<file path="config.mk">
export PLATFORM = sky130hd
export DESIGN_NAME = prpb_ram
export DESIGN_NICKNAME = d
export VERILOG_FILES = /design/src/hw/rtl/prpb_ram.sv
export SDC_FILE = /design/constraint.sdc
export NUM_CORES = 1
export LEC_CHECK = 0
export BUFFER_PORTS_ARGS = -buffer_cell sky130_fd_sc_hd__buf_2
export CORE_MARGIN = 5
export CORE_UTILIZATION = 53
export DETAILED_ROUTE_END_ITERATION = 8
export GPL_ROUTABILITY_DRIVEN = 0
export PLACE_DENSITY = 0.71
export REMOVE_ABC_BUFFERS = 1
export SYNTH_ARGS = -nofsm -noshare
export SYNTH_HDL_FRONTEND = slang
export SYNTH_SLANG_ARGS = --single-unit
</file>
<file path="constraint.sdc">
create_clock -name clk -period 1.95 [get_ports clk]
set_input_delay 0.0975 -clock clk [delete_from_list [all_inputs] [get_ports clk]]
set_output_delay 0.0975 -clock clk [all_outputs]
set_load 0.05 [all_outputs]
</file>
<file path="src/hw/rtl/prpb_ram.sv">
// Generic single-port-write, one-read RAM with registered read data.
// No dependencies.
module prpb_ram #(
  parameter int unsigned Width = 8,
  parameter int unsigned Depth = 16
) (
  input  logic                     clk,
  input  logic                     we,
  input  logic [$clog2(Depth)-1:0] waddr,
  input  logic [Width-1:0]         wdata,
  input  logic [$clog2(Depth)-1:0] raddr,
  output logic [Width-1:0]         rdata
);
  logic [Width-1:0] mem [Depth];

  always_ff @(posedge clk) begin
    if (we) begin
      mem[waddr] <= wdata;
    end
    rdata <= mem[raddr];
  end
endmodule

</file>
==> impl_results.md <==
- Max-slew violation total from the final report: 0
- Number of global-route vias before repair: 2572
- Detailed-route DRC error count: 0
- Antenna violations before repair: 0
- Routed Antenna Nets: 0
- PortBufs: 25
- N_diodes: 0
- Comb power frac: 5.8%
- Placed cells: 397
- Cell internal pwr: 0.005193 W
- Ratio of cells with drive above 1 in the final layout: 29.37%
- Power Dens Cells: 1058 mW/mm^2
- Worst hold-check path type: in2reg
- Sequential-to-total area share from yosys stat: 77.78%
- Critical path launch point type: flip-flop
- Worst path required time: 2.31 ns
- Yosys warns: 0
- Cell variety after synth: 19
- Nets: 309
- Root Buffer: clkbuf_8
- Hold Buf Count CTS: 8
- Crit path capture type: flip-flop
- RSZ-0062 raised after global routing: no
- Initial Util: 53.40%
- Post-Place Worst Slack: 0.2604 ns
- Starting DRT DRC Count: 154
- Die W: 108.6 um
- Final period utilization: 70.02%
- Asr flop ratio synth: 0%
- Area delta synth->final: 19.28%
- Dominant cell by count in the synthesized netlist: edfxtp_1
- Worst setup margin: 0.5846 ns
- Number of synthesized flops with an enable pin: 128
- Maximum buffer depth of the clock tree: 2
- CTS resizes: 0
- Placed Area: 0.005528 sq mm
- Crit Path Category: reg2reg
- Status: complete, no violations
- Die area: 0.01178 sq mm
- Critical Path Fanout Max: 1
- Worst Tran Pin Value: 0.7154 ns
- WL final: 9407 um
- TritonCTS buffer count: 17
- Flop pwr share: 50.7%
- Core area: 0.009639 sq mm
- IO Pins: 26
- Sum Neg Setup Slack: 0 ns
- Cells after Synth: 229
- Yosys top cell by area: edfxtp_1
- Max_slew headroom: 52.13%
- Final Hold Vio Count: 0
- Worst VDD drop: 0.8900 mV
- Synth Flop Type: edfxtp_1
- Reg-to-reg slack, setup: 0.58 ns
- Synthesis-stage register bit count: 136
- Clk_skew: 0.01276 ns
- Synth top area share: 74.67%
- Switching fraction of total power: 20.02%
- Post-Syn Area: 0.005147 sq mm
- First-pass GRT wire length: 14500 um
- Wirelength per Cell: 21.58 um
- Post-synthesis average cell area: 22.48 sq um
- Critical Path AT: 1.73 ns
- Gr usage total: 17.84%
- Endpoints failing setup: 0
- # fillers: 691
- Fmax achieved: 732.4 MHz
- Final cell count without fillers: 436
- CTS tree: yes
- Cell Rows: 36
- Post-DP HPWL: 6082 um
- DRT Pass-1 Iters: 4
- Commonest cells in the netlist: edfxtp_1, mux4_2, a22oi_1, mux4_1, nor2_1
- Via density per instance: 5.555
- Static Leak: 2.100 nW
- Post-CTS Setup Bufs: 0
- Switching pwr: 0.001300 W
- H-tree levels: 4
- Via count: 2422
- Clk slew on worst S/H paths: 0.06 ns
- Final min period: 1.365 ns
- Max cap viols: 0
- Clock sinks: 136
- Leading cell types by total area after synthesis: edfxtp_1, mux4_2, mux4_1
- Die Ht: 108.6 um
- Post-route cell area: 0.006140 sq mm
- Largest net degree at the start of global routing: 33
- Design Power: 0.006493 W
- Worst-skew pair later-pin latency: 0.50 ns
- GR Overflow Total: 0
- Clock power frac: 43.5%
## cell type report
type	instances	area, sq um	area share (%)
Clock buffer	19	421.7	6.868
Clock inverter	12	110.1	1.793
Multi-Input combinational cell	83	1057	17.22
Sequential cell	136	4004	65.21
Tap cell	133	166.4	2.710
Timing Repair Buffer	53	380.4	6.195
## per-layer routing
| metal | vias to the layer above | wire, um | share of wire [%] | GRT usage [%] |
|---|---|---|---|---|
| li1 | 1096 | - | - | - |
| met1 | 1243 | 4014 | 43 | 24.19 |
| met2 | 79 | 4680 | 50 | 28.42 |
| met3 | 4 | 648 | 6.9 | 4.358 |
| met4 | 0 | 64 | 0.68 | 6.492 |
| met5 | - | 0 | 0 | 0 |
## cell families (layout without fill, tap and decap cells)
group / after synthesis / after routing / synth area share (%)
AOI/OAI and AO/OA: 16 / 16 / 2.334
muxes: 32 / 32 / 15.02
and+or+nand+nor: 35 / 35 / 3.184
buffers and inverters: 10 / 84 / 1.677
DFF: 136 / 136 / 77.78
## power by group through the flow
stage          Clock, W  Sequential [W]  Combinational (W)
2_1_floorplan         0         0.00341           0.000131
3_3_place_gp          0         0.00335           0.000362
3_5_place_dp          0         0.00335           0.000369
4_1_cts         0.00288         0.00329           0.000384
5_1_grt         0.00302         0.00329           0.000402
6_report        0.00283         0.00329           0.000376
## stage by stage
| stage | hold slack (ns) | utilization (%) |
|---|---|---|
| after floorplan | 0.1964 | - |
| after global placement | 0.4770 | 57.35 |
| after detailed placement | 0.4875 | 57.35 |
| after CTS | 0.1312 | 63.69 |
| after global routing | 0.1601 | 63.69 |
| final | 0.1551 | 63.69 |
## placed cells by master (no fill, tap or decap), drive strengths merged
cell type	count
a22oi	16
mux4	32
clkinvlp	2
dfxtp	8
bufinv	2
nand3	1
nand2b	2
edfxtp	128
nor3	4
dlygate4sd3	8
or3b	1
buf	45
nand2	9
nand3b	2
and2b	1
nor2b	1
and2	1
clkbuf	19
nor2	13
clkinv	8
## registers in the layout, indices dropped and copies added, names as in the netlist
name	flops
rdata	8
mem	128
## path summary, 6_finish.rpt
path	start	endpoint	cells past startpoint
max	mem[3][6]$_DFFE_PP_	rdata[6]$_DFF_P_	3
min reg2reg	mem[12][6]$_DFFE_PP_	rdata[6]$_DFF_P_	3
max reg2reg	mem[3][6]$_DFFE_PP_	rdata[6]$_DFF_P_	3
min	waddr[0]	mem[0][6]$_DFFE_PP_	3
## worst max-delay path, cell delays in order, from the launching register on
cell and delay [ns]:
edfxtp_1 0.35, mux4_2 0.48, a22oi_1 0.31, nand2_1 0.10
Power figures use the tool's default switching activity.
