===== src/hw/rtl/prpb_pkg.sv =====
// Package for the priority region parameter blender.
// Holds shared types, command and status codes, sizes and reset values.
// No dependencies.
package prpb_pkg;

  localparam int unsigned MaxRegionsDef = 16;
  localparam logic [30:0] BaseReset     = 31'd65536;
  localparam logic [16:0] WeightOne     = 17'd65536;

  typedef enum logic [1:0] {
    CMD_ADD    = 2'd0,
    CMD_REMOVE = 2'd1,
    CMD_CLEAR  = 2'd2,
    CMD_QUERY  = 2'd3
  } cmd_t;

  typedef enum logic [1:0] {
    ST_OK      = 2'd0,
    ST_INVALID = 2'd1,
    ST_FULL    = 2'd2
  } status_t;

  typedef enum logic [1:0] {
    CFG_ZOOM = 2'd0,
    CFG_DAMP = 2'd1,
    CFG_LOOK = 2'd2
  } cfg_idx_t;

  // One stored region: 351 bits packed.
  typedef struct packed {
    logic signed [31:0] x0;
    logic signed [31:0] y0;
    logic signed [31:0] x1;
    logic signed [31:0] y1;
    logic        [30:0] mrg;
    logic signed [31:0] pri;
    logic        [30:0] hnd;
    logic        [30:0] zoom;
    logic        [30:0] damp;
    logic        [30:0] look;
    logic signed [31:0] lock;
    logic        [3:0]  pf;
  } region_t;

  // Request to and answer from the shared divider.
  typedef struct packed {
    logic        go;
    logic [47:0] num;
    logic [30:0] den;
  } div_req_t;

  typedef struct packed {
    logic        done;
    logic [16:0] quo;
  } div_rsp_t;

  typedef enum logic [3:0] {
    S_IDLE,
    S_RM_READ,
    S_RM_WAIT,
    S_RM_MOVE,
    S_Q_READ,
    S_Q_WAIT,
    S_Q_WGT,
    S_Q_DIV,
    S_Q_SEL,
    S_Q_RD2,
    S_Q_WT2,
    S_Q_BLEND,
    S_Q_CAM,
    S_DONE
  } state_t;

endpackage


===== src/hw/rtl/prpb_blend.sv =====
// Shared blend unit: base + round((target - base) * w / 65536), ties up.
// Two stages: registered multiply, then rounding add. Depends on prpb_pkg.
module prpb_blend
  import prpb_pkg::*;
(
  input  logic               clk,
  input  logic signed [32:0] base,
  input  logic signed [32:0] target,
  input  logic        [16:0] wgt,
  output logic signed [32:0] result
);
  logic signed [33:0] diff;
  logic signed [51:0] prod_r;
  logic signed [32:0] base_r;
  logic signed [51:0] rnd;

  assign diff = 34'(target) - 34'(base);
  assign rnd  = prod_r + 52'sd32768;

  always_ff @(posedge clk) begin
    prod_r <= 52'(diff) * $signed({35'd0, wgt});
    base_r <= base;
  end

  // Arithmetic shift floors, matching the rounding of the model.
  assign result = base_r + 33'(rnd >>> 16);
endmodule


===== config.mk =====
export PLATFORM = sky130hd
export DESIGN_NAME = prpb_blend
export DESIGN_NICKNAME = d
export VERILOG_FILES = /design/src/hw/rtl/prpb_pkg.sv /design/src/hw/rtl/prpb_blend.sv
export SDC_FILE = /design/constraint.sdc
export NUM_CORES = 2
export LEC_CHECK = 0
export ABC_CLOCK_PERIOD_IN_PS = 12600
export BUFFER_PORTS_ARGS = -buffer_cell sky130_fd_sc_hd__buf_2
export CORE_MARGIN = 2
export CORE_UTILIZATION = 53
export CTS_CLUSTER_SIZE = 8
export DETAILED_ROUTE_END_ITERATION = 10
export GPL_TIMING_DRIVEN = 0
export PLACE_DENSITY = 0.73
export SLEW_MARGIN = 20
export SYNTH_ARGS = -nofsm -noshare
export SYNTH_HDL_FRONTEND = slang
export SYNTH_SLANG_ARGS = --single-unit

===== constraint.sdc =====
create_clock -name clk -period 12.6 [get_ports clk]
set_input_delay 3.15 -clock clk [delete_from_list [all_inputs] [get_ports clk]]
set_output_delay 3.15 -clock clk [all_outputs]
set_load 0.05 [all_outputs]

==> flow_metrics.tcl <==
set metrics [dict create \
    wl_per_cell_microns 19.9 \
    final_common_cell "inv_1" \
    min_path_type "in -> reg" \
    crit_type "in -> reg" \
    status "completed" \
    dieArea_sq_um 47000 \
    cts-buffers-inserted 9 \
    period_share 0.968 \
    grt_pass1_vias 20400 \
    vias_per_cell 5.48 \
    clockBufferDepth 2 \
    core_area_sq_um 44400 \
    dpl.hpwl_microns 57800 \
    drc 0 \
    grt_pass1_wl_microns 110000 \
    synthCells 2736 \
    cts-root-buf "clkbuf_16" \
    grt_overflow 0 \
    die_h_microns 217 \
    yosys.area.top_type_share 0.440 \
    ys.flop_type "dfxtp_1" \
    synthAdderAreaFrac 0.534 \
    grt_max_degree 12 \
    drtIter0Drc 1574 \
    async_reset_ff_frac 0 \
    end_kind "flip-flop" \
    hold_viol_final 0 \
    rsz0062_at_grt "yes" \
    dp_cells 3441 \
    clk_pin_slew_worst_paths_ps 60 \
    first_pass_iters 5 \
    grt_util_all_layers 0.307 \
    synth_area_leaders "fa_1 44%, inv_1 10%, ha_1 9.3%" \
    synth-simple-area-share 0.167 \
    drive_above_1_share 0.0604 \
    holdWs_ps 2890 \
    ant_nets 0 \
    yosys_warnings 0 \
    worst_pin_slew_ps 1070 \
    wl_microns 68700 \
    cap_violations 0 \
    slowest_delay_ps 590 \
    min_period_ps 12200 \
    initial_core_util 0.540 \
    synthMuxAreaShare 0.000417 \
    place.gp.congestion 0.962 \
    die_x_microns 217 \
    ios 117 \
    synth_fp_nets 3527 \
    setup_viol 0 \
    port_buffers 113 \
    synth_compound_area_frac 0.0700 \
    cp_max_fo 10 \
    max_slew_margin 0.281 \
    cp.required_ps 12840 \
    ys_seq_area_frac 0.0559 \
    htree_levels 3 \
    drv_slew 0 \
    fp-row-count 77 \
    fmax_mhz 82.0 \
    syn_to_final_growth_pct 7.23 \
    num-nets-final 3653 \
    clock_sinks 67 \
    synth_cell_types 69 \
    ys_seq_elements 67 \
    synth_xor_area_frac 0.0537 \
    start_kind "input port" \
    syn_area_per_cell_sq_um 8.77 \
    crit_slowest_cell "fa_1" \
    syn_area_sq_um 24000 \
    layout_common_cells "661 x inv_1, 528 x fa_1, 335 x nand2_1, 272 x and2_1, 179 x ha_1" \
    cts.hold.buffers_added 0 \
    yosys.area.top_type "fa_1" \
    arrival_ps 12440 \
    antenna_found_initial 3 \
    cts_tree "yes" \
    vias 19000 \
    synth_top_family_by_area "adder cells" \
    crit_top_cell "fa_1" \
    synth-edff-count 0 \
    layoutNonFillerInstCount 3460 \
]
## routing by layer
layer  track usage  wire (microns)
met1         0.382           26800
met2         0.510           32500
met3        0.0776            6300
met4         0.132            3100
met5             0              34
## worst paths after layout
| kind | cells past startpoint | to | slack (ps) | startpoint |
|---|---|---|---|---|
| setup / recovery | 35 | prod_r[48] | 400 | base[15] |
| hold / removal | 1 | base_r[8] | 2890 | base[8] |
## registers in the layout, indices dropped and copies added (netlist names)
signal / cells
base_r: 33
prod_r: 34
## synth_stat cells, drive strengths merged, types with 39 or more instances
cell type and count:
o21ai 47, xor2 44, nor2 56, fa 528
inv 661, a21oi 88, nand3 39, nand2 335
dfxtp 67, and2 272, ha 179, xnor2 98
clkbuf 82
## cells by family (layout without fill, tap and decap cells)
family,count (synthesis),after routing
simple gates,805,805
fa+ha+maj,707,707
flops,67,67
compound gates,257,257
other cells,0,2
xor+xnor,143,143
mux,1,1
buf+inv,756,886
## through the flow
stage          TNS [ps]  instance area [sq um]  utilization  setup slack [ps]
6_report              0                  25700        0.579               402
5_1_grt           -55.7                  25700        0.579             -55.7
4_1_cts               0                  25600        0.577              90.6
3_5_place_dp      -3680                  25300        0.570              -552
3_3_place_gp      -8910                  25300        0.570              -925
2_1_floorplan         0                  24000            -              1790
## final cells by class
| cell class | instances | area [sq um] |
|---|---|---|
| multi-input combinational | 1913 | 19900 |
| fill | 4008 | 18700 |
| inverter | 661 | 2480 |
| sequential | 67 | 1340 |
| tap | 592 | 741 |
| timing repair buffer | 115 | 593 |
| buffer | 95 | 383 |
| clock buffer | 11 | 233 |
| clock inverter | 4 | 52.6 |
| antenna | 2 | 5.00 |
## worst max-delay path, delay by kind of cell
kind	cells	cell delay (ps)
adder cells (fa/ha/maj)	8	3730
buffers and inverters	8	880
AO/OA/AOI/OAI	8	2180
AND/OR/NAND/NOR	9	1760
XOR/XNOR	2	720
## timing repair
item,4_1_cts,5_1_grt
resized for setup,2,22
endpoints found under the setup margin,5,10
pin swaps,0,1
buffers inserted,0,2
Power is left out: the tool's default activity adds up to more than one toggle a clock period on the data nets, which glitch-free logic cannot reach.
