## src/hw/rtl/prpb_pkg.sv

```systemverilog
// Package for the priority region parameter blender.
// Holds shared types, command and status codes, sizes and reset values.
// No dependencies.
package prpb_pkg;

  localparam int unsigned MaxRegionsDef = 16;
  localparam logic [30:0] BaseReset     = 31'd65536;
  localparam logic [16:0] WeightOne     = 17'd65536;

  typedef enum logic [1:0] {
    CMD_ADD    = 2'd0,
    CMD_REMOVE = 2'd1,
    CMD_CLEAR  = 2'd2,
    CMD_QUERY  = 2'd3
  } cmd_t;

  typedef enum logic [1:0] {
    ST_OK      = 2'd0,
    ST_INVALID = 2'd1,
    ST_FULL    = 2'd2
  } status_t;

  typedef enum logic [1:0] {
    CFG_ZOOM = 2'd0,
    CFG_DAMP = 2'd1,
    CFG_LOOK = 2'd2
  } cfg_idx_t;

  // One stored region: 351 bits packed.
  typedef struct packed {
    logic signed [31:0] x0;
    logic signed [31:0] y0;
    logic signed [31:0] x1;
    logic signed [31:0] y1;
    logic        [30:0] mrg;
    logic signed [31:0] pri;
    logic        [30:0] hnd;
    logic        [30:0] zoom;
    logic        [30:0] damp;
    logic        [30:0] look;
    logic signed [31:0] lock;
    logic        [3:0]  pf;
  } region_t;

  // Request to and answer from the shared divider.
  typedef struct packed {
    logic        go;
    logic [47:0] num;
    logic [30:0] den;
  } div_req_t;

  typedef struct packed {
    logic        done;
    logic [16:0] quo;
  } div_rsp_t;

  typedef enum logic [3:0] {
    S_IDLE,
    S_RM_READ,
    S_RM_WAIT,
    S_RM_MOVE,
    S_Q_READ,
    S_Q_WAIT,
    S_Q_WGT,
    S_Q_DIV,
    S_Q_SEL,
    S_Q_RD2,
    S_Q_WT2,
    S_Q_BLEND,
    S_Q_CAM,
    S_DONE
  } state_t;

endpackage

```

## src/hw/rtl/prpb_div.sv

```systemverilog
// Restoring divider, one quotient bit per cycle, quotient kept to its low 17 bits.
// Depends on prpb_pkg.
module prpb_div
  import prpb_pkg::*;
(
  input  logic     clk,
  input  logic     rst_n,
  input  div_req_t req,
  output div_rsp_t rsp
);
  logic [47:0] num_r, num_nxt;
  logic [31:0] rem_r, rem_nxt;
  logic [30:0] den_r;
  logic [16:0] quo_r, quo_nxt;
  logic [5:0]  cnt_r;
  logic        busy_r;
  logic [31:0] trial;

  always_comb begin
    trial   = {rem_r[30:0], num_r[47]};
    num_nxt = {num_r[46:0], 1'b0};
    if (trial >= {1'b0, den_r}) begin
      rem_nxt = trial - {1'b0, den_r};
      quo_nxt = {quo_r[15:0], 1'b1};
    end else begin
      rem_nxt = trial;
      quo_nxt = {quo_r[15:0], 1'b0};
    end
  end

  always_ff @(posedge clk) begin
    if (!rst_n) begin
      busy_r   <= 1'b0;
      cnt_r    <= '0;
      rsp.done <= 1'b0;
    end else begin
      rsp.done <= 1'b0;
      if (req.go) begin
        busy_r <= 1'b1;
        cnt_r  <= 6'd48;
        num_r  <= req.num;
        den_r  <= req.den;
        rem_r  <= '0;
        quo_r  <= '0;
      end else if (busy_r) begin
        num_r <= num_nxt;
        rem_r <= rem_nxt;
        quo_r <= quo_nxt;
        cnt_r <= cnt_r - 6'd1;
        if (cnt_r == 6'd1) begin
          busy_r   <= 1'b0;
          rsp.done <= 1'b1;
          rsp.quo  <= quo_nxt;
        end
      end
    end
  end
endmodule

```

## config.mk

```make
export PLATFORM = sky130hd
export DESIGN_NAME = prpb_div
export DESIGN_NICKNAME = d
export VERILOG_FILES = /design/src/hw/rtl/prpb_pkg.sv /design/src/hw/rtl/prpb_div.sv
export SDC_FILE = /design/constraint.sdc
export NUM_CORES = 1
export LEC_CHECK = 0
export ABC_AREA = 1
export BUFFER_PORTS_ARGS = -buffer_cell sky130_fd_sc_hd__buf_2
export CORE_AREA = 2 2 160 162
export CTS_BUF_LIST = sky130_fd_sc_hd__clkbuf_2 sky130_fd_sc_hd__clkbuf_4 sky130_fd_sc_hd__clkbuf_8
export CTS_CLUSTER_DIAMETER = 80
export DETAILED_ROUTE_END_ITERATION = 16
export DIE_AREA = 0 0 162 164
export SYNTH_ARGS = -nofsm -noshare
export SYNTH_HDL_FRONTEND = slang
export SYNTH_SLANG_ARGS = --single-unit
```

## constraint.sdc

```tcl
create_clock -name clk -period 5.5 [get_ports clk]
set_input_delay 0.825 -clock clk [delete_from_list [all_inputs] [get_ports clk]]
set_output_delay 0.825 -clock clk [all_outputs]
set_load 0.005 [all_outputs]
```

==> impl_metrics.prom, run 1 <==
# TYPE chip_impl_metric gauge
chip_impl_info{name="critical-path-slowest-cell",value="inv_1"} 1
chip_impl_metric{name="max-cap-violations",unit=""} 0
chip_impl_metric{name="clock_tree.buffer_depth",unit=""} 2
chip_impl_metric{name="final-hold-violation-count",unit=""} 0
chip_impl_metric{name="syn_avg_cell_area",unit="um2"} 8.23
chip_impl_metric{name="postCtsSetupRepairBufs",unit=""} 0
chip_impl_metric{name="floorplan.initialDensity",unit="%"} 34.5
chip_impl_metric{name="initialDrtViolationCount",unit=""} 382
chip_impl_metric{name="path_clk_slew",unit="ns"} 0.10
chip_impl_metric{name="post_cts.resized_instances",unit=""} 0
chip_impl_metric{name="place.gp.congestion",unit=""} 0.922
chip_impl_metric{name="critical_path_peak_fanout",unit=""} 30
chip_impl_metric{name="setup.reg_to_reg.worst_slack",unit="ns"} 2.24
chip_impl_info{name="reg2reg_to",value="rem_r[9]"} 1
chip_impl_metric{name="min_period",unit="ns"} 3.26
chip_impl_metric{name="die_h",unit="um"} 164
chip_impl_metric{name="cts_sinks",unit=""} 151
chip_impl_metric{name="place_area",unit="um2"} 9390
chip_impl_metric{name="port-buffer-count",unit=""} 99
chip_impl_metric{name="num-nets-final",unit=""} 1256
chip_impl_metric{name="power_per_cell_area",unit="nW/um2"} 323
chip_impl_info{name="worst_hold_startpoint",value="quo_r[15]"} 1
chip_impl_metric{name="firstDrtPassIters",unit=""} 5
chip_impl_metric{name="globalRouteTotalUtil",unit="%"} 15.8
chip_impl_info{name="most_instantiated_library_cell_after_synthesis",value="nand2_1"} 1
chip_impl_metric{name="critical_path.max_stage_delay",unit="ns"} 0.45
chip_impl_metric{name="antenna_found_initial",unit=""} 1
chip_impl_metric{name="instances_no_fill",unit=""} 1484
chip_impl_metric{name="final_antenna_net_count",unit=""} 0
chip_impl_info{name="cp-startpoint",value="num_r[47]"} 1
chip_impl_metric{name="power.static_leakage",unit="nW"} 4.88
chip_impl_metric{name="post_synth_inst_count",unit=""} 1039
chip_impl_metric{name="layout-area-overhead-vs-synth",unit="%"} 14.8
chip_impl_metric{name="crit_arrival",unit="ns"} 3.47
chip_impl_metric{name="std_cell_rows",unit=""} 58
chip_impl_metric{name="grt_overflow_total",unit=""} 0
chip_impl_metric{name="ys_async_sr_fraction",unit="%"} 0
chip_impl_info{name="ys_top_cells_by_count",value="397 x nand2_1, 169 x inv_1, 143 x edfxtp_1"} 1
chip_impl_metric{name="ys_seq_area_share",unit="%"} 52.1
chip_impl_metric{name="finalInstanceArea",unit="um2"} 9820
chip_impl_info{name="yosys.area.top_type",value="edfxtp_1"} 1
chip_impl_info{name="ctsRootBufferMaster",value="clkbuf_8"} 1
chip_impl_metric{name="slew_violations",unit=""} 0
chip_impl_metric{name="finClkSkew",unit="ns"} 0.0154
chip_impl_metric{name="peakVddDrop",unit="mV"} 0.182
chip_impl_info{name="critical_path.reg2reg.startpoint",value="num_r[47]"} 1
chip_impl_metric{name="fmax",unit="GHz"} 0.307
chip_impl_metric{name="worst-endpoint-required",unit="ns"} 5.72
chip_impl_info{name="critical_path_start_end_classification",value="register to register"} 1
chip_impl_metric{name="grt_start_max_net_pins",unit=""} 84
chip_impl_metric{name="worstHoldPathCells",unit=""} 0
chip_impl_info{name="kind_of_capture_point_of_the_worst_setup_path",value="register"} 1
chip_impl_metric{name="layout_worst_path_cycle_share",unit="%"} 59.2
chip_impl_metric{name="synth_seq_cells",unit=""} 151
chip_impl_metric{name="total_wire_length_after_detailed_routing",unit="mm"} 20.1
chip_impl_metric{name="tightest_slew",unit="ns"} 0.904
chip_impl_metric{name="grt_first_pass_wirelength",unit="mm"} 32.6
chip_impl_info{name="critical_path_source_type",value="register"} 1
chip_impl_metric{name="syn-num-nets",unit=""} 1155
chip_impl_info{name="min-delay-path-class",value="register to register"} 1
chip_impl_metric{name="floorplan.die_area",unit="um2"} 26600
chip_impl_metric{name="htreeDepth",unit=""} 4
chip_impl_metric{name="yosys_warnings",unit=""} 0
chip_impl_metric{name="wl_per_cell",unit="um"} 13.5
chip_impl_metric{name="drc",unit=""} 0
chip_impl_metric{name="setup_tns",unit="ns"} 0
chip_impl_metric{name="detailed_place_hpwl",unit="mm"} 14.2
chip_impl_info{name="clock_tree_from_tritoncts",value="yes"} 1
chip_impl_info{name="rsz0062_at_grt",value="no"} 1
chip_impl_info{name="min_to",value="rsp[16]"} 1
chip_impl_info{name="outcome",value="finished clean"} 1
chip_impl_metric{name="reg2reg_depth",unit=""} 15
chip_impl_metric{name="synth_cell_types",unit=""} 37
chip_impl_metric{name="cts_made_buffers",unit=""} 17
chip_impl_metric{name="drive_gt1_share",unit="%"} 14.8
chip_impl_metric{name="place.detailed.instances",unit=""} 1451
chip_impl_metric{name="first_global_vias",unit=""} 6418
chip_impl_metric{name="final.fill_count",unit=""} 2587
chip_impl_metric{name="io_pins",unit=""} 100
chip_impl_info{name="leading_register_cell_type_out_of_synthesis",value="edfxtp_1"} 1
chip_impl_metric{name="remaining_max_slew_budget_at_the_tightest_pin",unit="%"} 39.8
chip_impl_metric{name="clock_insertion_delay_worst_skew",unit="ns"} 0.47
chip_impl_metric{name="floorplan.core_area",unit="um2"} 24800
chip_impl_metric{name="cts_hold_buf",unit=""} 0
chip_impl_metric{name="route.vias.total",unit=""} 6624
chip_impl_metric{name="synth_largest_type_area_fraction",unit="%"} 50.2
chip_impl_metric{name="finalSetupViolCount",unit=""} 0
chip_impl_info{name="path_cells",value="inv_1 > ha_1 > fa_1 > inv_1 > nand2_1 > nand2_1 > nand3_1 > nand2_2 > nand2_1 > nand3_2 > nand2_4 > nand2_4 > inv_1 > nor2_1 > nor2_2"} 1
chip_impl_metric{name="synth.cell_area",unit="um2"} 8550
chip_impl_metric{name="die_width",unit="um"} 162
chip_impl_metric{name="synth-edff-count",unit=""} 143
chip_impl_info{name="top_cells_by_area_synth",value="edfxtp_1 50%, nand2_1 17%, inv_1 7.4%, nor2_1 5.6%, ha_1 4.8%"} 1
chip_impl_metric{name="vias_per_cell",unit=""} 4.46
logic make-up after synthesis:
logic type      count (synthesis)  share of synthesized area [%]
compound gates                 44                           3.61
simple gates                  602                           28.8
buf+inv                       192                           8.86
fa+ha+maj                      34                           5.06
flops                         151                           52.1
xor+xnor                       16                           1.64
per-layer routing:
metal | track usage, % | wire length [um] | part of all wire [%] | vias up
met5 | 0 | 0 | 0 | -
met4 | 4.87 | 262 | 1.3 | 0
met3 | 4.44 | 1320 | 6.6 | 16
met2 | 25.2 | 9120 | 45 | 167
met1 | 21.0 | 9360 | 47 | 3008
li1 | - | - | - | 3433
critical path: cells and delay by family, from the launching register on:
family / cells / cell delay (ns)
adder cells (fa/ha/maj): 2 / 0.64
buffers and inverters: 3 / 0.61
flip-flops: 1 / 0.36
AND/OR/NAND/NOR: 10 / 1.37
sequential cells by signal, indices dropped and copies added, names as in the netlist:
register  cells
rem_r        31
busy_r        1
quo_r        16
num_r        48
cnt_r         6
rsp          18
den_r        31
stage by stage:
| stage | utilization [%] | hold slack, ns | setup WS, ns | total power [mW] |
|---|---|---|---|---|
| 3_3_place_gp | 37.8 | 0.428 | 2.34 | 2.24 |
| 2_1_floorplan | - | 0.400 | 1.61 | 2.06 |
| 4_1_cts | 39.5 | 0.451 | 2.23 | 3.20 |
| 3_5_place_dp | 37.8 | 0.437 | 2.27 | 2.25 |
| 6_report | 39.6 | 0.456 | 2.24 | 3.17 |
| 5_1_grt | 39.5 | 0.460 | 1.89 | 3.37 |
worst max path at each step:
stage | end
final | rem_r[9]
after global routing | rem_r[5]
after CTS | rem_r[9]
after floorplan | num_r[0]
after global placement | rem_r[13]
after detailed placement | rem_r[9]
power by group:
group          leakage (nW)  internal, mW  switching [mW]
sequential             1.45          1.39          0.0420
clock                 0.215         0.451           0.495
combinational          3.22         0.272           0.525
total                  4.88          2.11            1.06
placed cells by master, fill, tap and decap left out, types with 4 or more instances in the layout:
master / n
inv_6: 5
buf_4: 5
xnor2_1: 4
nor2_2: 11
clkbuf_8: 19
nand2_1: 396
edfxtp_1: 143
dfxtp_1: 8
nand4_1: 4
nand3b_1: 14
ha_1: 33
buf_2: 99
inv_1: 169
o21bai_1: 8
nor2_1: 128
o21bai_2: 9
xor2_1: 12
nand3_1: 31
a21oi_1: 19
area by class of cell:
| class | instances | area, um2 | share of cell area, % |
|---|---|---|---|
| flip-flops and latches | 151 | 4450 | 45.4 |
| clock buffers | 20 | 269 | 2.74 |
| repair buffers | 104 | 533 | 5.43 |
| multi-input cells | 696 | 3350 | 34.1 |
| diodes | 1 | 2.50 | 0.0255 |
| inverters | 170 | 638 | 6.50 |
| clock inverters | 12 | 159 | 1.62 |
| well taps | 330 | 413 | 4.21 |
Power figures use the tool's default switching activity.
==> run 2: changes to the inputs <==
- clock period: 5.5 -> 2.6 ns (I/O delays scaled with it)
==> run 2 against run 1 <==
  * Clock skew is 0.00070 ns higher
  * Clock power increased by 100%
  * First-iteration DRC count fell by 1.8%
  * Largest power group unchanged
  * Critical path depth is 1 higher
==> impl_metrics.prom, run 2 (synthesis gave the netlist of run 1 again) <==
# TYPE chip_impl_metric gauge
chip_impl_info{name="outcome",value="finished clean"} 1
chip_impl_info{name="rsz0062_at_grt",value="yes"} 1
chip_impl_metric{name="fin_total_pwr",unit="mW"} 6.68
chip_impl_metric{name="finClkSkew",unit="ns"} 0.0161
chip_impl_metric{name="slew_violations",unit=""} 0
chip_impl_metric{name="clock_tree.buffer_depth",unit=""} 2
chip_impl_info{name="critical-path-slowest-cell",value="fa_2"} 1
chip_impl_metric{name="critical_path.max_stage_delay",unit="ns"} 0.40
chip_impl_metric{name="layout_worst_path_cycle_share",unit="%"} 93.5
chip_impl_metric{name="instances_no_fill",unit=""} 1494
chip_impl_metric{name="power_per_cell_area",unit="nW/um2"} 672
chip_impl_metric{name="drc",unit=""} 0
chip_impl_metric{name="vias_per_cell",unit=""} 4.44
chip_impl_metric{name="floorplan.die_area",unit="um2"} 26600
chip_impl_metric{name="first_global_vias",unit=""} 6569
chip_impl_metric{name="num-nets-final",unit=""} 1266
chip_impl_metric{name="grt_first_pass_wirelength",unit="mm"} 32.0
chip_impl_info{name="critical_path_source_type",value="register"} 1
chip_impl_metric{name="port-buffer-count",unit=""} 99
chip_impl_metric{name="max-cap-violations",unit=""} 0
chip_impl_metric{name="place.detailed.instances",unit=""} 1460
chip_impl_metric{name="die_width",unit="um"} 162
chip_impl_info{name="kind_of_capture_point_of_the_worst_setup_path",value="register"} 1
chip_impl_metric{name="die_h",unit="um"} 164
chip_impl_metric{name="worst-endpoint-required",unit="ns"} 2.81
chip_impl_metric{name="crit_buf_inv",unit=""} 4
chip_impl_metric{name="remaining_max_slew_budget_at_the_tightest_pin",unit="%"} 66.1
chip_impl_info{name="most_flop_heavy_register",value="num_r"} 1
chip_impl_metric{name="finalWorstSetupSlack",unit="ns"} 0.169
chip_impl_info{name="path_cells",value="inv_1 > ha_2 > fa_2 > inv_2 > nand2_1 > nand2_1 > nand3_1 > nand2_2 > nand2_1 > nand3_2 > nand2_4 > nand2_8 > inv_1 > buf_4 > nor2_2 > nor2_2"} 1
chip_impl_metric{name="critical_path_peak_fanout",unit=""} 9
chip_impl_metric{name="std_cell_rows",unit=""} 58
chip_impl_info{name="critical_path_start_end_classification",value="register to register"} 1
chip_impl_info{name="min-delay-path-class",value="input pin to register"} 1
chip_impl_metric{name="total_wire_length_after_detailed_routing",unit="mm"} 19.8
chip_impl_metric{name="floorplan.core_area",unit="um2"} 24800
chip_impl_metric{name="drive_gt1_share",unit="%"} 16.4
chip_impl_metric{name="grt_overflow_total",unit=""} 0
chip_impl_metric{name="wl_per_cell",unit="um"} 13.2
chip_impl_metric{name="initialDrtViolationCount",unit=""} 375
chip_impl_info{name="ctsRootBufferMaster",value="clkbuf_8"} 1
chip_impl_metric{name="htreeDepth",unit=""} 4
chip_impl_metric{name="grt_start_max_net_pins",unit=""} 45
chip_impl_metric{name="cts_hold_buf",unit=""} 0
chip_impl_metric{name="io_pins",unit=""} 100
chip_impl_info{name="mostFrequentLayoutCell",value="nand2_1"} 1
chip_impl_info{name="cpLargestDelayFamily",value="simple AND/OR/NAND/NOR gates"} 1
chip_impl_metric{name="floorplan.initialDensity",unit="%"} 34.5
chip_impl_info{name="biggestRegsByFlops",value="num_r x48, den_r x31, rem_r x31"} 1
chip_impl_metric{name="detailed_place_hpwl",unit="mm"} 14.4
chip_impl_metric{name="clock_insertion_delay_worst_skew",unit="ns"} 0.46
chip_impl_info{name="clock_tree_from_tritoncts",value="yes"} 1
chip_impl_metric{name="path_clk_slew",unit="ns"} 0.10
chip_impl_metric{name="finalInstanceArea",unit="um2"} 9950
chip_impl_metric{name="min_period",unit="ns"} 2.43
chip_impl_metric{name="cts_made_buffers",unit=""} 17
chip_impl_metric{name="route.vias.total",unit=""} 6636
chip_impl_metric{name="tightest_slew",unit="ns"} 0.508
chip_impl_metric{name="antenna_found_initial",unit=""} 2
chip_impl_metric{name="final.fill_count",unit=""} 2591
chip_impl_metric{name="layout-area-overhead-vs-synth",unit="%"} 16.3
chip_impl_metric{name="final-hold-violation-count",unit=""} 0
chip_impl_metric{name="final_antenna_net_count",unit=""} 0
chip_impl_metric{name="hold_ws",unit="ns"} 0.0976
chip_impl_metric{name="globalRouteTotalUtil",unit="%"} 15.3
chip_impl_metric{name="firstDrtPassIters",unit=""} 7
chip_impl_metric{name="post-place-ws",unit="ns"} 0.0830
chip_impl_metric{name="fmax",unit="GHz"} 0.411
chip_impl_metric{name="place.gp.congestion",unit=""} 0.893
chip_impl_metric{name="power.static_leakage",unit="nW"} 4.92
chip_impl_metric{name="peakVddDrop",unit="mV"} 0.376
chip_impl_metric{name="crit_arrival",unit="ns"} 2.64
chip_impl_metric{name="place_area",unit="um2"} 9490
chip_impl_info{name="path_common_cell",value="nand2_1"} 1
chip_impl_metric{name="finalSetupViolCount",unit=""} 0
chip_impl_info{name="leading_cell_types_in_the_layout_fill_and_taps_excluded",value="396 x nand2_1, 168 x inv_1, 143 x edfxtp_1"} 1
chip_impl_metric{name="largest_register_ffs",unit=""} 48
chip_impl_metric{name="cts_sinks",unit=""} 151
==> run 2: cell count changes in the layout (fill, tap and decap cells not counted), sizes merged <==
| cell | change |
|---|---|
| clkinv | +1 |
| bufinv | -1 |
| clkinvlp | +1 |
| clkbuf | -3 |
| inv | +2 |
| buf | +10 |
==> run 2: layout make-up <==
class | count | area (um2) | area share, %
inverter | 170 | 638 | 6.42
antenna | 1 | 2.50 | 0.0252
clock buffer | 17 | 234 | 2.35
timing repair buffer | 114 | 646 | 6.49
tap | 330 | 413 | 4.15
clock inverter | 15 | 178 | 1.79
multi-input combinational | 696 | 3380 | 34.0
sequential | 151 | 4450 | 44.8
==> run 2: path summary, 6_finish.rpt <==
kind                    end  slack, ns      start  cells past startpoint
hold reg to reg     rsp[16]       0.43  quo_r[15]                      0
setup / recovery  rem_r[12]       0.17  num_r[47]                     16
hold / removal    den_r[26]        0.1    req[26]                      1
setup reg to reg  rem_r[12]       0.17  num_r[47]                     16
==> run 2: what timing repair did <==
action	4_1_cts	5_1_grt
gates resized for setup	0	11
setup buffers	0	1
endpoints found under the setup margin	0	25
==> run 2: worst register-to-register path, stage by stage, from the launching register on <==
cell and delay [ns]:
edfxtp_1 0.36, inv_1 0.05, ha_2 0.20, fa_2 0.40
inv_2 0.07, nand2_1 0.05, nand2_1 0.10, nand3_1 0.09
nand2_2 0.10, nand2_1 0.08, nand3_2 0.09, nand2_4 0.07
nand2_8 0.11, inv_1 0.07, buf_4 0.19, nor2_2 0.12
nor2_2 0.05
==> run 2: report_power, final <==
| group | switching, mW | internal (mW) |
|---|---|---|
| Clock | 1.07 | 0.817 |
| Combinational | 1.14 | 0.633 |
| Sequential | 0.0900 | 2.93 |
==> run 2: per-stage QoR <==
step           setup TNS, ns  util, %
6_report                   0     40.1
5_1_grt             -0.00426     40.1
4_1_cts                    0     39.9
3_5_place_dp               0     38.2
3_3_place_gp               0     38.2
2_1_floorplan              0        -
==> run 2: metal layers <==
| metal | up-vias | routed length, um | track usage, % |
|---|---|---|---|
| met1 | 3025 | 9190 | 20.0 |
| met5 | - | 11 | 0 |
| li1 | 3461 | - | - |
| met2 | 132 | 9200 | 25.4 |
| met4 | 2 | 147 | 3.30 |
| met3 | 16 | 1220 | 4.42 |
==> run 3: changes to the inputs <==
- BUFFER_PORTS_ARGS: -buffer_cell sky130_fd_sc_hd__buf_2 -> default
- DONT_BUFFER_PORTS: default -> 1
==> run 3 against run 2 <==
  * Worst hold slack got worse by 0.064 ns
  * Die area did not move
  * Core utilization fell by 0.72 points
  * Final cell count fell by 4.5%
==> impl_metrics.prom, run 3 (synthesis gave the netlist of run 1 again) <==
# TYPE chip_impl_metric gauge
chip_impl_info{name="outcome",value="finished clean"} 1
chip_impl_info{name="highest_metal_layer_used_by_the_detailed_router",value="met5"} 1
chip_impl_info{name="biggestRegsByFlops",value="num_r x48, den_r x31, rem_r x31"} 1
chip_impl_metric{name="swShare",unit="%"} 33.8
chip_impl_metric{name="power_per_cell_area",unit="nW/um2"} 690
chip_impl_metric{name="first_global_vias",unit=""} 6252
chip_impl_metric{name="largest_register_ffs",unit=""} 48
chip_impl_metric{name="floorplan.die_area",unit="um2"} 26600
chip_impl_metric{name="crit_arrival",unit="ns"} 2.64
chip_impl_metric{name="port-buffer-count",unit=""} 0
chip_impl_metric{name="detailed_place_hpwl",unit="mm"} 13.8
chip_impl_metric{name="reg2reg_depth",unit=""} 16
chip_impl_metric{name="path_clk_slew",unit="ns"} 0.09
chip_impl_metric{name="htreeDepth",unit=""} 4
chip_impl_metric{name="min_period",unit="ns"} 2.43
chip_impl_metric{name="cts_made_buffers",unit=""} 17
chip_impl_metric{name="floorplan.core_area",unit="um2"} 24800
chip_impl_metric{name="slew_violations",unit=""} 0
chip_impl_info{name="most_flop_heavy_register",value="num_r"} 1
chip_impl_metric{name="layout_worst_path_cycle_share",unit="%"} 93.3
chip_impl_metric{name="grt_start_max_net_pins",unit=""} 85
chip_impl_metric{name="power.internal",unit="mW"} 4.46
chip_impl_metric{name="instances_no_fill",unit=""} 1427
chip_impl_info{name="mostFrequentLayoutCell",value="nand2_1"} 1
chip_impl_metric{name="finalSetupViolCount",unit=""} 0
chip_impl_info{name="rsz0062_at_grt",value="yes"} 1
chip_impl_info{name="min-delay-path-class",value="input pin to register"} 1
chip_impl_metric{name="met1Wirelength",unit="mm"} 9.24
chip_impl_info{name="ctsRootBufferMaster",value="clkbuf_8"} 1
chip_impl_metric{name="wl_met3",unit="mm"} 1.18
chip_impl_metric{name="tightest_slew",unit="ns"} 0.534
chip_impl_info{name="reg2reg_to",value="rem_r[13]"} 1
chip_impl_metric{name="final_antenna_net_count",unit=""} 0
chip_impl_metric{name="grt_overflow_total",unit=""} 0
chip_impl_metric{name="peakVddDrop",unit="mV"} 0.355
chip_impl_metric{name="max-cap-violations",unit=""} 0
chip_impl_metric{name="die_h",unit="um"} 164
chip_impl_metric{name="initialDrtViolationCount",unit=""} 397
chip_impl_metric{name="total_wire_length_after_detailed_routing",unit="mm"} 19.7
chip_impl_metric{name="critical_path_peak_fanout",unit=""} 11
chip_impl_metric{name="clock_tree.buffer_depth",unit=""} 2
chip_impl_metric{name="firstDrtPassIters",unit=""} 4
chip_impl_metric{name="power.static_leakage",unit="nW"} 4.68
chip_impl_metric{name="dr_wl_met2",unit="mm"} 8.92
chip_impl_metric{name="layout-area-overhead-vs-synth",unit="%"} 14.2
chip_impl_metric{name="worst-endpoint-required",unit="ns"} 2.81
chip_impl_metric{name="place.detailed.instances",unit=""} 1363
chip_impl_metric{name="cts_sinks",unit=""} 151
chip_impl_metric{name="antenna_found_initial",unit=""} 2
chip_impl_metric{name="remaining_max_slew_budget_at_the_tightest_pin",unit="%"} 64.3
chip_impl_metric{name="io_pins",unit=""} 100
chip_impl_metric{name="die_width",unit="um"} 162
chip_impl_metric{name="fmax",unit="GHz"} 0.412
chip_impl_metric{name="place.gp.congestion",unit=""} 0.903
chip_impl_metric{name="seq_power_share",unit="%"} 44.8
chip_impl_info{name="critical_path_source_type",value="register"} 1
chip_impl_metric{name="final-hold-violation-count",unit=""} 0
chip_impl_metric{name="grt_first_pass_wirelength",unit="mm"} 31.9
chip_impl_metric{name="vias_per_cell",unit=""} 4.46
chip_impl_info{name="worst_hold_startpoint",value="req[13]"} 1
chip_impl_metric{name="share_of_power_burned_in_the_clock_network",unit="%"} 29.2
chip_impl_metric{name="clock_insertion_delay_worst_skew",unit="ns"} 0.46
chip_impl_metric{name="std_cell_rows",unit=""} 58
chip_impl_metric{name="finClkSkew",unit="ns"} 0.0170
chip_impl_info{name="cp-startpoint",value="num_r[47]"} 1
chip_impl_metric{name="globalRouteTotalUtil",unit="%"} 15.5
chip_impl_info{name="leading_cell_types_in_the_layout_fill_and_taps_excluded",value="395 x nand2_1, 169 x inv_1, 143 x edfxtp_1"} 1
chip_impl_metric{name="p_sw",unit="mW"} 2.28
chip_impl_metric{name="hold_ws",unit="ns"} 0.0338
chip_impl_metric{name="drive_gt1_share",unit="%"} 8.93
chip_impl_metric{name="route.vias.total",unit=""} 6361
chip_impl_metric{name="final.fill_count",unit=""} 2606
chip_impl_metric{name="setup.reg_to_reg.worst_slack",unit="ns"} 0.17
chip_impl_metric{name="worstHoldPathCells",unit=""} 0
chip_impl_metric{name="fin_total_pwr",unit="mW"} 6.74
chip_impl_metric{name="pwr-share-comb",unit="%"} 26.0
chip_impl_info{name="critical_path_start_end_classification",value="register to register"} 1
chip_impl_info{name="clock_tree_from_tritoncts",value="yes"} 1
chip_impl_metric{name="wl_per_cell",unit="um"} 13.8
chip_impl_info{name="min_to",value="den_r[13]"} 1
chip_impl_info{name="critical_path.reg2reg.startpoint",value="num_r[47]"} 1
chip_impl_info{name="kind_of_capture_point_of_the_worst_setup_path",value="register"} 1
chip_impl_metric{name="num-nets-final",unit=""} 1200
chip_impl_metric{name="drc",unit=""} 0
chip_impl_metric{name="floorplan.initialDensity",unit="%"} 34.5
chip_impl_metric{name="antenna_cells_inserted",unit=""} 0
==> run 3: changes by cell type in the layout (fill, tap and decap cells not counted), moves of 2 or more <==
cell / before / now
buf_4: 12 / 18
dlygate4sd3_1: 0 / 28
buf_2: 99 / 0
nor2_1: 121 / 119
inv_8: 5 / 3
==> run 3: worst max-delay path, cell delays in order (launching register included) <==
cell and delay [ns]:
edfxtp_1 0.36, inv_1 0.05, ha_1 0.22, fa_2 0.36, inv_1 0.10, nand2_1 0.07
nand2_2 0.08, nand3_1 0.08, nand2_2 0.10, nand2_1 0.08, nand3_2 0.08, nand2_4 0.07
nand2_8 0.12, inv_1 0.06, buf_4 0.18, nor2_1 0.12, nor2_2 0.05
==> run 3: how the worst max path moves through the flow <==
stage	endpoint	slack (ns)	cells past startpoint
floorplan	num_r[0]	0.04	4
global placement	rem_r[8]	0.10	16
detailed placement	rem_r[8]	0.03	16
CTS	rem_r[15]	0.04	16
global route	rem_r[3]	-0.02	16
finish	rem_r[13]	0.17	16
==> run 3: area by class of cell <==
class,count,area (um2),area share (%)
clock buffer,17,234,2.40
sequential,151,4450,45.6
tap,330,413,4.23
multi-input combinational,696,3390,34.7
clock inverter,15,183,1.87
timing repair buffer,48,455,4.66
inverter,170,638,6.53
==> run 3: timing repair <==
action,CTS,global route
pin swaps,0,1
endpoints found under the setup margin,2,26
hold buffers,22,6
setup buffers,0,4
resized for setup,1,12
hold endpoints to repair,22,6
gates cloned,0,0
==> run 3: per-stage QoR <==
stage	setup slack, ns	cell area (um2)	setup TNS (ns)	utilization [%]
finish	0.173	9770	0	39.4
global route	-0.0221	9770	-0.0277	39.4
CTS	0.0440	9650	0	38.9
detailed placement	0.0260	9000	0	36.3
global placement	0.102	9000	0	36.3
floorplan	0.0421	8560	0	-
==> run 3: power by group through the flow <==
stage / logic [mW] / clock network (mW) / registers [mW]
2_1_floorplan: 1.29 / 0 / 3.06
3_3_place_gp: 1.64 / 0 / 3.07
3_5_place_dp: 1.66 / 0 / 3.08
4_1_cts: 1.70 / 2.03 / 3.02
5_1_grt: 2.00 / 2.11 / 3.05
6_report: 1.75 / 1.97 / 3.02
==> run 3: layer usage <==
| metal | track usage, % | vias up |
|---|---|---|
| met4 | 4.99 | 4 |
| met1 | 20.2 | 2891 |
| li1 | - | 3320 |
| met2 | 24.8 | 123 |
| met5 | 0 | - |
| met3 | 4.47 | 23 |
